`config.mk`:
```
export PLATFORM = sky130hd
export DESIGN_NAME = spectral_band_gain_equalizer_top
export DESIGN_NICKNAME = d
export VERILOG_FILES = /design/src/sv/sbge_pkg.sv /design/src/sv/sbge_sqrt_stage.sv /design/src/sv/sbge_band.sv /design/src/sv/sbge_spline.sv /design/src/sv/sbge_scale.sv /design/src/sv/spectral_band_gain_equalizer_top.sv
export SDC_FILE = /design/constraint.sdc
export NUM_CORES = 2
export LEC_CHECK = 0
export BUFFER_PORTS_ARGS = -buffer_cell sky130_fd_sc_hd__buf_2
export CAP_MARGIN = 20
export CORE_MARGIN = 2
export CORE_UTILIZATION = 41
export CTS_CLUSTER_DIAMETER = 80
export CTS_CLUSTER_SIZE = 24
export DETAILED_ROUTE_END_ITERATION = 8
export SLEW_MARGIN = 30
export SYNTH_ARGS = -nofsm -noshare
export SYNTH_HDL_FRONTEND = slang
export SYNTH_HIERARCHICAL = 1
export SYNTH_SLANG_ARGS = --single-unit
export TNS_END_PERCENT = 50
```
`constraint.sdc`:
```
create_clock -name clk -period 9.1 [get_ports clk]
set_input_delay 1.365 -clock clk [delete_from_list [all_inputs] [get_ports clk]]
set_output_delay 1.365 -clock clk [all_outputs]
set_load 0.03 [all_outputs]
```
`src/sv/sbge_pkg.sv`:
```
// Shared types, widths and constants of the spectral band gain equalizer.
// Used by every module of the block; depends on nothing else.
package sbge_pkg;

  // Transform size. It is taken to be a power of two, so that the band
  // width and the spline denominator are powers of two as well.
  localparam int FFT_SIZE   = 1024;
  localparam int HALF       = FFT_SIZE / 2;
  localparam int HALF_LOG2  = $clog2(HALF);
  localparam int BAND_WIDTH = ((FFT_SIZE / 16) < 1) ? 1 : (FFT_SIZE / 16);
  localparam int WL         = $clog2(BAND_WIDTH);

  // Band gain bank.
  localparam int NUM_BANDS  = 8;
  localparam int BAND_IDX_W = $clog2(NUM_BANDS);
  localparam int GAIN_W     = 16;
  localparam logic [GAIN_W-1:0] UNITY_GAIN = GAIN_W'(8192);

  // Field widths.
  localparam int BIN_W     = 9;
  localparam int MAG_W     = 16;
  localparam int OUT_W     = 32;
  localparam int CFG_IDX_W = 4;

  // Square root of bin * HALF, resolved a few result bits per stage.
  localparam int ROOT_W    = (BIN_W + HALF_LOG2 + 1) / 2;
  localparam int XP_W      = 2 * ROOT_W;
  localparam int REM_W     = ROOT_W + 3;
  localparam int SQ_STEPS  = 3;
  localparam int SQ_STAGES = (ROOT_W + SQ_STEPS - 1) / SQ_STEPS;

  // Spline coefficient and Horner accumulator widths.
  localparam int BW      = GAIN_W + 1;
  localparam int CW      = GAIN_W + 4;
  localparam int M1W     = CW + WL + 1;
  localparam int H1W     = CW + WL + 2;
  localparam int H2W     = H1W + WL + 1;
  localparam int H3W     = H2W + WL + 1;
  localparam int SPL_SH  = 3 * WL + 1;
  localparam int GN_W    = H3W - SPL_SH;
  localparam int PROD_W  = MAG_W + 1 + GN_W;

  // Input request and result payloads.
  typedef struct packed {
    logic [BIN_W-1:0] bin_number;
    logic [MAG_W-1:0] bin_magnitude;
  } in_req_t;

  typedef struct packed {
    logic [BIN_W-1:0]        bin_number_out;
    logic signed [OUT_W-1:0] scaled_magnitude;
  } out_res_t;

  // Working state of the square-root recurrence.
  typedef struct packed {
    logic [XP_W-1:0]   x;
    logic [REM_W-1:0]  rem;
    logic [ROOT_W-1:0] root;
  } sq_state_t;

  // Spline coefficients of one segment.
  typedef struct packed {
    logic [GAIN_W-1:0]   p1;
    logic signed [BW-1:0] b;
    logic signed [CW-1:0] c;
    logic signed [CW-1:0] d;
  } coef_t;

  typedef logic [NUM_BANDS-1:0][GAIN_W-1:0] gain_bank_t;

endpackage

```
`src/sv/sbge_sqrt_stage.sv`:
```
// One stage of the pipelined integer square root: a few result bits per stage.
// Depends on sbge_pkg.
module sbge_sqrt_stage import sbge_pkg::*; #(
  parameter int STEPS = SQ_STEPS
) (
  input  logic      clk,
  input  logic      rst_n,
  input  logic      vld_i,
  input  sq_state_t sq_i,
  input  in_req_t   meta_i,
  output logic      vld_o,
  output sq_state_t sq_o,
  output in_req_t   meta_o
);

  logic      vld_r;
  sq_state_t sq_r;
  sq_state_t sq_nxt;
  in_req_t   meta_r;
  logic [REM_W-1:0] trial;

  // Restoring recurrence: bring in two radicand bits, try the next root bit.
  always_comb begin
    sq_nxt = sq_i;
    trial  = '0;
    for (int s = 0; s < STEPS; s++) begin
      sq_nxt.rem = {sq_nxt.rem[REM_W-3:0], sq_nxt.x[XP_W-1 -: 2]};
      sq_nxt.x   = {sq_nxt.x[XP_W-3:0], 2'b00};
      trial      = {1'b0, sq_nxt.root, 2'b01};
      if (sq_nxt.rem >= trial) begin
        sq_nxt.rem  = sq_nxt.rem - trial;
        sq_nxt.root = {sq_nxt.root[ROOT_W-2:0], 1'b1};
      end else begin
        sq_nxt.root = {sq_nxt.root[ROOT_W-2:0], 1'b0};
      end
    end
  end

  // Valid bit.
  always_ff @(posedge clk) begin
    if (!rst_n) begin
      vld_r <= 1'b0;
    end else begin
      vld_r <= vld_i;
    end
  end

  // Payload.
  always_ff @(posedge clk) begin
    sq_r   <= sq_nxt;
    meta_r <= meta_i;
  end

  assign vld_o  = vld_r;
  assign sq_o   = sq_r;
  assign meta_o = meta_r;

endmodule

```
`src/sv/sbge_band.sv`:
```
// Band selection: clamps the warped index, splits it into band and offset,
// fetches the four neighbour gains and forms the spline coefficients. Uses sbge_pkg.
module sbge_band import sbge_pkg::*; (
  input  logic              clk,
  input  logic              rst_n,
  input  logic              vld_i,
  input  logic [ROOT_W-1:0] root_i,
  input  in_req_t           meta_i,
  input  gain_bank_t        gains_i,
  output logic              vld_o,
  output in_req_t           meta_o,
  output logic [WL-1:0]     r_o,
  output coef_t             coef_o
);

  localparam int EW = ((ROOT_W > HALF_LOG2) ? ROOT_W : HALF_LOG2) + 1;

  logic [EW-1:0]         i_ext;
  logic [HALF_LOG2-1:0]  idx;
  logic [BAND_IDX_W-1:0] k;
  logic [BAND_IDX_W-1:0] km2;
  logic [BAND_IDX_W-1:0] km1;
  logic [BAND_IDX_W-1:0] kp1;
  logic signed [CW-1:0]  g0;
  logic signed [CW-1:0]  g1;
  logic signed [CW-1:0]  g2;
  logic signed [CW-1:0]  g3;
  coef_t                 coef_nxt;

  logic          vld_r;
  in_req_t       meta_r;
  logic [WL-1:0] r_r;
  coef_t         coef_r;

  // Warped index, held below HALF for bins past the upper half.
  always_comb begin
    i_ext = EW'(root_i);
    if (i_ext >= EW'(HALF)) begin
      i_ext = EW'(HALF - 1);
    end
    idx = i_ext[HALF_LOG2-1:0];
    k   = idx[HALF_LOG2-1:WL];
  end

  // Neighbour bands, clamped to the first and last band.
  always_comb begin
    km2 = (k < BAND_IDX_W'(2)) ? '0 : k - BAND_IDX_W'(2);
    km1 = (k == '0) ? '0 : k - BAND_IDX_W'(1);
    kp1 = (k == BAND_IDX_W'(NUM_BANDS - 1)) ? k : k + BAND_IDX_W'(1);
    g0  = $signed(CW'(gains_i[km2]));
    g1  = $signed(CW'(gains_i[km1]));
    g2  = $signed(CW'(gains_i[k]));
    g3  = $signed(CW'(gains_i[kp1]));
  end

  // Catmull-Rom coefficients, scaled by two.
  always_comb begin
    coef_nxt.p1 = gains_i[km1];
    coef_nxt.b  = BW'(g2 - g0);
    coef_nxt.c  = (g0 <<< 1) - (g1 <<< 2) - g1 + (g2 <<< 2) - g3;
    coef_nxt.d  = (g1 <<< 1) + g1 - g0 - (g2 <<< 1) - g2 + g3;
  end

  always_ff @(posedge clk) begin
    if (!rst_n) begin
      vld_r <= 1'b0;
    end else begin
      vld_r <= vld_i;
    end
  end

  always_ff @(posedge clk) begin
    meta_r <= meta_i;
    r_r    <= idx[WL-1:0];
    coef_r <= coef_nxt;
  end

  assign vld_o  = vld_r;
  assign meta_o = meta_r;
  assign r_o    = r_r;
  assign coef_o = coef_r;

endmodule

```
`src/sv/sbge_spline.sv`:
```
// Three-stage Horner evaluation of the spline segment at offset r, one
// multiplier per stage; the gain is the sum floored by 2*W^3. Uses sbge_pkg.
module sbge_spline import sbge_pkg::*; (
  input  logic                   clk,
  input  logic                   rst_n,
  input  logic                   vld_i,
  input  in_req_t                meta_i,
  input  logic [WL-1:0]          r_i,
  input  coef_t                  coef_i,
  output logic                   vld_o,
  output in_req_t                meta_o,
  output logic signed [GN_W-1:0] gain_o
);

  logic signed [WL:0]      r_s_in;
  logic signed [WL:0]      r_s1;
  logic signed [WL:0]      r_s2;
  logic signed [M1W-1:0]   m1;
  logic signed [H2W-1:0]   m2;
  logic signed [H3W-1:0]   m3;
  logic signed [H1W-1:0]   h1_nxt;
  logic signed [H2W-1:0]   h2_nxt;
  logic signed [H3W-1:0]   h3_nxt;

  logic                    v1_r, v2_r, v3_r;
  in_req_t                 m1_r, m2_r, m3_r;
  logic [WL-1:0]           r1_r, r2_r;
  logic signed [BW-1:0]    b1_r;
  logic [GAIN_W-1:0]       p1_1_r, p1_2_r;
  logic signed [H1W-1:0]   h1_r;
  logic signed [H2W-1:0]   h2_r;
  logic signed [H3W-1:0]   h3_r;

  // First step: d*r + c*W.
  always_comb begin
    r_s_in = $signed({1'b0, r_i});
    m1     = $signed(coef_i.d) * r_s_in;
    h1_nxt = m1 + $signed({$signed(coef_i.c), {WL{1'b0}}});
  end

  // Second step: h1*r + b*W^2.
  always_comb begin
    r_s1   = $signed({1'b0, r1_r});
    m2     = h1_r * r_s1;
    h2_nxt = m2 + $signed({b1_r, {(2 * WL){1'b0}}});
  end

  // Third step: h2*r + 2*P1*W^3.
  always_comb begin
    r_s2   = $signed({1'b0, r2_r});
    m3     = h2_r * r_s2;
    h3_nxt = m3 + $signed({1'b0, p1_2_r, {SPL_SH{1'b0}}});
  end

  // Valid bits of the three stages.
  always_ff @(posedge clk) begin
    if (!rst_n) begin
      v1_r <= 1'b0;
      v2_r <= 1'b0;
      v3_r <= 1'b0;
    end else begin
      v1_r <= vld_i;
      v2_r <= v1_r;
      v3_r <= v2_r;
    end
  end

  // Stage payloads.
  always_ff @(posedge clk) begin
    m1_r   <= meta_i;
    r1_r   <= r_i;
    b1_r   <= coef_i.b;
    p1_1_r <= coef_i.p1;
    h1_r   <= h1_nxt;
    m2_r   <= m1_r;
    r2_r   <= r1_r;
    p1_2_r <= p1_1_r;
    h2_r   <= h2_nxt;
    m3_r   <= m2_r;
    h3_r   <= h3_nxt;
  end

  assign vld_o  = v3_r;
  assign meta_o = m3_r;
  // Arithmetic shift gives the floor of the division by 2*W^3.
  assign gain_o = $signed(h3_r[H3W-1:SPL_SH]);

endmodule

```
`src/sv/sbge_scale.sv`:
```
// Scales the bin magnitude by the interpolated gain and saturates the product
// to signed 32 bits in two register stages. Uses sbge_pkg.
module sbge_scale import sbge_pkg::*; (
  input  logic                   clk,
  input  logic                   rst_n,
  input  logic                   vld_i,
  input  in_req_t                meta_i,
  input  logic signed [GN_W-1:0] gain_i,
  output logic                   out_valid,
  output out_res_t               out_res
);

  logic signed [PROD_W-1:0]  prod_nxt;
  logic signed [PROD_W-1:0]  prod_r;
  logic [BIN_W-1:0]          bin_r;
  logic                      pv_r;
  logic [PROD_W-OUT_W:0]     hi_bits;
  out_res_t                  res_nxt;
  out_res_t                  res_r;
  logic                      ov_r;

  assign prod_nxt = $signed({1'b0, meta_i.bin_magnitude}) * gain_i;

  // Saturation: in range when all bits from the sign of the result up agree.
  always_comb begin
    hi_bits = prod_r[PROD_W-1:OUT_W-1];
    res_nxt.bin_number_out = bin_r;
    if ((&hi_bits) || !(|hi_bits)) begin
      res_nxt.scaled_magnitude = prod_r[OUT_W-1:0];
    end else if (prod_r[PROD_W-1]) begin
      res_nxt.scaled_magnitude = {1'b1, {(OUT_W - 1){1'b0}}};
    end else begin
      res_nxt.scaled_magnitude = {1'b0, {(OUT_W - 1){1'b1}}};
    end
  end

  always_ff @(posedge clk) begin
    if (!rst_n) begin
      pv_r <= 1'b0;
      ov_r <= 1'b0;
    end else begin
      pv_r <= vld_i;
      ov_r <= pv_r;
    end
  end

  always_ff @(posedge clk) begin
    prod_r <= prod_nxt;
    bin_r  <= meta_i.bin_number;
    res_r  <= res_nxt;
  end

  assign out_valid = ov_r;
  assign out_res   = res_r;

endmodule

```
`src/sv/spectral_band_gain_equalizer_top.sv`:
```
// Eight-band spectral gain equalizer: warped bin index, Catmull-Rom gain, scaling.
// A request taken at one clock edge has its result strobed on out_valid after the input
// register, the square-root stages, the band stage, the spline stages and the scaler.
// Throughput: one request per clock while busy is low, set by the fully pipelined square
// root, spline multiply chain and scaler. Reset (synchronous, rst_n low) empties the
// pipeline and sets all gains to unity; busy is high during reset and until the ready
// register is set after it. Results cannot be held off by the receiver.
module spectral_band_gain_equalizer_top import sbge_pkg::*; (
  input  logic                 clk,
  input  logic                 rst_n,
  input  logic                 start,
  output logic                 busy,
  input  in_req_t              in_req,
  output logic                 out_valid,
  output out_res_t             out_res,
  input  logic                 cfg_valid,
  output logic                 cfg_ready,
  input  logic [CFG_IDX_W-1:0] cfg_index,
  input  logic [GAIN_W-1:0]    cfg_data
);

  logic        rdy_r;
  logic        accept;
  gain_bank_t  gain_r;

  logic        in_v_r;
  sq_state_t   in_sq_r;
  sq_state_t   in_sq_nxt;
  in_req_t     in_m_r;

  logic        sq_v [SQ_STAGES+1];
  sq_state_t   sq_s [SQ_STAGES+1];
  in_req_t     sq_m [SQ_STAGES+1];

  logic                   bd_v;
  in_req_t                bd_m;
  logic [WL-1:0]          bd_r;
  coef_t                  bd_coef;
  logic                   sp_v;
  in_req_t                sp_m;
  logic signed [GN_W-1:0] sp_gain;

  // Ready after reset; the pipeline never stalls.
  always_ff @(posedge clk) begin
    if (!rst_n) begin
      rdy_r <= 1'b0;
    end else begin
      rdy_r <= 1'b1;
    end
  end

  assign busy      = ~rdy_r;
  assign cfg_ready = rdy_r;
  assign accept    = start & ~busy;

  // Gain registers; writes to indexes past the last band are dropped.
  always_ff @(posedge clk) begin
    if (!rst_n) begin
      for (int b = 0; b < NUM_BANDS; b++) begin
        gain_r[b] <= UNITY_GAIN;
      end
    end else if (cfg_valid && cfg_ready && (cfg_index < CFG_IDX_W'(NUM_BANDS))) begin
      gain_r[cfg_index[BAND_IDX_W-1:0]] <= cfg_data;
    end
  end

  // Input stage: radicand bin * HALF, a shift since HALF is a power of two.
  always_comb begin
    in_sq_nxt.x    = XP_W'(in_req.bin_number) << HALF_LOG2;
    in_sq_nxt.rem  = '0;
    in_sq_nxt.root = '0;
  end

  always_ff @(posedge clk) begin
    if (!rst_n) begin
      in_v_r <= 1'b0;
    end else begin
      in_v_r <= accept;
    end
  end

  always_ff @(posedge clk) begin
    in_sq_r <= in_sq_nxt;
    in_m_r  <= in_req;
  end

  assign sq_v[0] = in_v_r;
  assign sq_s[0] = in_sq_r;
  assign sq_m[0] = in_m_r;

  // Square-root stages.
  for (genvar g = 0; g < SQ_STAGES; g++) begin : g_sqrt
    localparam int LEFT = ROOT_W - g * SQ_STEPS;
    localparam int N    = (LEFT < SQ_STEPS) ? LEFT : SQ_STEPS;
    sbge_sqrt_stage #(.STEPS(N)) u_stage (
      .clk    (clk),
      .rst_n  (rst_n),
      .vld_i  (sq_v[g]),
      .sq_i   (sq_s[g]),
      .meta_i (sq_m[g]),
      .vld_o  (sq_v[g+1]),
      .sq_o   (sq_s[g+1]),
      .meta_o (sq_m[g+1])
    );
  end

  sbge_band u_band (
    .clk     (clk),
    .rst_n   (rst_n),
    .vld_i   (sq_v[SQ_STAGES]),
    .root_i  (sq_s[SQ_STAGES].root),
    .meta_i  (sq_m[SQ_STAGES]),
    .gains_i (gain_r),
    .vld_o   (bd_v),
    .meta_o  (bd_m),
    .r_o     (bd_r),
    .coef_o  (bd_coef)
  );

  sbge_spline u_spline (
    .clk    (clk),
    .rst_n  (rst_n),
    .vld_i  (bd_v),
    .meta_i (bd_m),
    .r_i    (bd_r),
    .coef_i (bd_coef),
    .vld_o  (sp_v),
    .meta_o (sp_m),
    .gain_o (sp_gain)
  );

  sbge_scale u_scale (
    .clk       (clk),
    .rst_n     (rst_n),
    .vld_i     (sp_v),
    .meta_i    (sp_m),
    .gain_i    (sp_gain),
    .out_valid (out_valid),
    .out_res   (out_res)
  );

  // Every accepted request produces a result strobe on out_valid.
  a_latency: assert property (@(posedge clk) disable iff (!rst_n)
    accept |-> ##10 out_valid)
    else $error("result strobe missing after accepted request");

  // The bin position travels with its own request through all stages.
  a_bin_follows: assert property (@(posedge clk) disable iff (!rst_n)
    accept |-> ##10 (out_res.bin_number_out == $past(in_req.bin_number, 10)))
    else $error("bin position does not match its request");

  // A write to the first band register is registered into gain_r[0].
  a_cfg_write: assert property (@(posedge clk) disable iff (!rst_n)
    (cfg_valid && cfg_ready && (cfg_index == '0)) |=> (gain_r[0] == $past(cfg_data)))
    else $error("band gain register write lost");

endmodule
```
Yosys cells after proc, flatten, opt, wreduce, memory -nomap -nowiden
Cells that the tools add are included.
Word-level totals
  output and inout port bits: 44
  bits in registers: 715
Operators by class
  reduce and logical (&&, ||, !) cells: 8
  eq/ne operators: 1
  add/sub/neg operators: 24
  multiply operators: 4
  bitwise logic cells: 2
  muxes and demuxes: 34
  magnitude comparators: 17
Operators by type and width (count)
  16-bit binary-select mux with 3-bit select: 4
  128-bit bitwise mux: 1
  10-bit 2-to-1 mux: 8
  16-bit 2-to-1 mux: 5
  20-bit by 17-bit subtractor with 20-bit output: 4
  32-bit 2-to-1 mux: 2
  16-bit demux with 3-bit select: 1
  42-bit by 36-bit adder with 42-bit output: 1
  35-bit by 7-bit multiplier with 42-bit output: 1
  17-bit by 23-bit multiplier with 40-bit output: 1
  35-bit by 29-bit adder with 35-bit output: 1
  28-bit by 7-bit multiplier with 35-bit output: 1
  27-bit by 26-bit adder with 28-bit output: 1
  20-bit by 7-bit multiplier with 27-bit output: 1
  20-bit by 17-bit adder with 20-bit output: 1
  20-bit by 19-bit adder with 20-bit output: 1
  3-bit by 4-bit < comparator with 1-bit output (second input constant): 5
  20-bit by 18-bit subtractor with 20-bit output: 1
  17-bit by 18-bit subtractor with 19-bit output: 1
  17-bit by 16-bit adder with 18-bit output: 1
  16-bit by 16-bit subtractor with 17-bit output: 1
  12-bit by 10-bit >= comparator with 1-bit output: 1
  12-bit by 3-bit >= comparator with 1-bit output: 1
  12-bit by 4-bit >= comparator with 1-bit output: 1
  other kinds (31): 44

Depth between registers and ports, before layout
  word-level depth: 9
  mapped depth: 34
  mapped depth without buffers: 30

Hierarchy
The synthesis kept the hierarchy.
By module, submodules not included
  sbge_spline: times used 1, area each 23277.3 sq um, cells an instance 2394, sequential area each 4504.3 sq um
  sbge_scale: times used 1, area each 15731.3 sq um, cells an instance 1701, sequential area each 1841.8 sq um
  sbge_band: times used 1, area each 11758.8 sq um, cells an instance 1144, sequential area each 2102.0 sq um
  sbge_sqrt_stage: times used 3, area each 3323.2 sq um, cells an instance 351, sequential area each 1181.1 sq um
  spectral_band_gain_equalizer_top: times used 1, area each 5295.1 sq um, cells an instance 475, sequential area each 3103.0 sq um

Worst setup path before layout
No wires, ideal clock.
  path type: flip-flop to flip-flop
  from: register g_sqrt[2].u_stage.sq_r, in the netlist g_sqrt[2].u_stage/sq_o[7]
  to: register u_band.coef_r, in the netlist u_band/coef_o[16]
  required time: 8978 ps
  setup slack: 1974 ps
  path buffers: 4
  cell stages (with the launch flop): 35
  setup time: 122 ps
  arrival time: 7005 ps
  cells stage by stage: dfxtp_1 > clkbuf_1 > clkbuf_1 > inv_1 > clkbuf_1 > ha_1 > ha_1 > nor2_2 > buf_2 > mux4_2 > mux2_2 > inv_2 > fa_1 > inv_1 > ha_1 > inv_1 > fa_1 > nor2b_1 > o31a_1 > nor2_1 > nor2b_1 > nor2_1 > o21bai_1 > a21oi_1 > xor2_1 > fa_1 > inv_1 > ha_1 > or2_2 > nand2_1 > a21oi_1 > o21a_1 > nor2_1 > o2111ai_1 > o311a_1
RTL lines
  from (decl): RTL line sbge_sqrt_stage.sv:17  | sq_state_t sq_r;
  from (signal assigned): RTL line sbge_sqrt_stage.sv:50  | sq_r <= sq_nxt;
  to (signal assigned): RTL line sbge_band.sv:75  | coef_r <= coef_nxt;
  to (decl): RTL line sbge_band.sv:33  | coef_t coef_r;

==> key figures <==
Layout
  • Area added between synthesis and finish: 8.00%
  • Antenna fix cells: 0
  • Layout cells sized above 1: 7.86%
  • Nets@finish: ~8100
  • Post-Route Utilization: 44.6%

Worst setup path
  • Stages on worst setup path: 28
  • Worst r2r src: g_sqrt[2].u_stage/sq_o[6]$_DFF_P_
  • Crit path required time: about 9.7 ns
  • Critical Path Fanout Max: 26
  • Family with the most delay on the worst path: adder cells
  • R2r worst-path depth: 28
  • CP arrival: 7.92 ns
  • CP endpoint: u_band/coef_o[19]$_DFF_P_
  • Crit end category: flip-flop
  • Slowest CP cell: dfxtp_4
  • Critical Path Start Type: flip-flop
  • RR Endpoint: u_band/coef_o[19]$_DFF_P_
  • R2R setup slack: 1.79 ns
  • Critical path class: reg -> reg
  • Max incr delay on CP: 0.57 ns
  • Critical path's most frequent cell: ha_1
  • Buffer and inverter count on the worst path: 5
  • Crit path from: g_sqrt[2].u_stage/sq_o[6]$_DFF_P_

Hold path
  • Hold crit path type: reg -> reg
  • HP Start: g_sqrt[2].u_stage/meta_o[4]$_DFF_P_

Clock network
  • H-tree lvl count: 3
  • Num CTS Buffers: between 60 and 70
  • CTS Root Cell: clkbuf_16
  • Clk sinks: 720
  • Worst-path clk slew: 0.09 ns
  • CTS tree: yes
  • Clk buf depth: 3
  • Post-CTS setup buffers: 0
  • Clock Latency Late Sink: 0.69 ns
  • Post-cts repair resize count: 0
  • # hold bufs at CTS: 0

Global route
  • Largest net degree at the start of global routing: 96
  • Total track usage: 18.3%
  • Initial antenna violation count: 3
  • First-pass GRT wire length: 242000 um
  • Total grt overflow: 0
  • Number of global-route vias before repair: 46300

Routing
  • Vias: 43600
  • Drt via density: between 4 and 5
  • Final wirelength: 144000 um
  • DRC: 0
  • First-pass DRT Iterations: 5
  • Post-DRT Antenna Nets: 0
  • Average wire per standard cell: 16.5 um
  • 1st-iter DRT viols: about 2200

Timing
  • Max Freq: 137 MHz
  • Setup TNS: 0 ns
  • Worst Tran Pin Value: approximately 0.96 ns
  • Final WS setup: around 1.8 ns
  • Rel. slew slack: 35.9%
  • Worst Skew: approximately 0.045 ns
  • Unrepaired setup endpoints after global routing: false
  • Final period util: 80.4%
  • Final Hold Fails: 0
  • Crit path time final: 7.31 ns
  • Final Setup Violations: 0
  • Fin. max-slew vios: 0

Place
  • Placed wire-length estimate: 115000 um
  • Number of buffers added on ports: 92
  • Routability cong.: just under 0.9
  • Pre-CTS WS: approximately 1.8 ns

Floorplan
  • Rows: 145
  • Die Wd: around 400 um
  • Die area: ~160000 um2
  • CORE AREA: roughly 160000 um2
  • Number of I/O pins: 93
  • Initial core utilization: 41.3%
  • Die Ht: 401 um

Job
  • Max_cap viols: 0

Yosys
  • Synthesized area: about 64000 um2
  • Yosys warns: 6
  • Mean area per synthesized cell: roughly 9.8 um2
  • Mapped Cells: 6608

Status
  • Status: finished clean
-- worst reg2reg max path, delay by kind of cell, from the launching register on --
family	cells	cell delay [ns]
buf+inv	5	0.90
fa+ha+maj	6	2.03
xor+xnor	1	0.18
mux	2	0.90
flops	1	0.57
compound gates	8	1.75
simple gates	6	0.88
-- worst min-delay path by stage --
stage | endpoint | slack (ns) | depth (start not counted)
detailed placement | g_sqrt[2].u_stage/meta_o[7]$_DFF_P_ | 0.31 | 0
CTS | u_band/meta_o[4]$_DFF_P_ | 0.31 | 0
floorplan | g_sqrt[0].u_stage/meta_o[0]$_DFF_P_ | 0.31 | 0
finish | u_band/meta_o[4]$_DFF_P_ | 0.31 | 0
global placement | g_sqrt[1].u_stage/meta_o[18]$_DFF_P_ | 0.31 | 0
global route | g_sqrt[0].u_stage/meta_o[0]$_DFF_P_ | 0.33 | 0
-- layout make-up --
class / count / area, um2
Fill cell: 14900 / 86600
Multi-Input combinational cell: 4508 / 44800
Sequential cell: 720 / 14400
Inverter: 1231 / 4630
Tap cell: 2058 / 2570
Clock buffer: 71 / 1730
Clock inverter: 48 / 753
Timing Repair Buffer: 126 / 726
-- layout by cell type, fill, tap and decap left out, drive strengths merged, types with 38 or more instances in the layout --
cell / count
xor2: 69
nor2b: 44
nand2b: 38
mux4: 112
conb: 42
xnor2: 177
clkbuf: 71
nand2: 729
buf: 126
o21ai: 163
fa: 841
nor3: 47
mux2i: 174
inv: 1258
and2: 496
dfxtp: 720
a21o: 131
ha: 549
nor2: 176
nand3: 44
a21oi: 250
-- sequential cells by signal (all words and copies together) (netlist names), 28 cells and up --
| signal | flops |
|---|---|
| u_spline/h1_r | 28 |
| u_scale/prod_r | 40 |
| g_sqrt.u_stage/meta_o | 75 |
| u_band/coef_o | 73 |
| g_sqrt.u_stage/sq_o | 65 |
| u_scale/out_res | 41 |
| gain_r | 128 |
| u_spline/h2_r | 35 |
-- routing by layer --
metal	vias up	part of all wire, %	global-route usage (%)
li1	21000	-	-
met1	21600	45	23.7
met2	793	48	31.9
met3	220	3.5	2.31
met4	0	3.1	5.65
met5	-	0	0
-- stage by stage --
stage / cell area, um2 / hold WS, ns / instances
floorplan: 64600 / 0.310 / 6649
global placement: 67100 / 0.310 / 8642
detailed placement: 67100 / 0.312 / 8642
CTS: 69600 / 0.314 / 8761
global route: 69600 / 0.326 / 8762
finish: 69600 / 0.310 / 8762
Power is left out: the tool's default activity adds up to more than one toggle a clock period on the data nets, which glitch-free logic cannot reach.
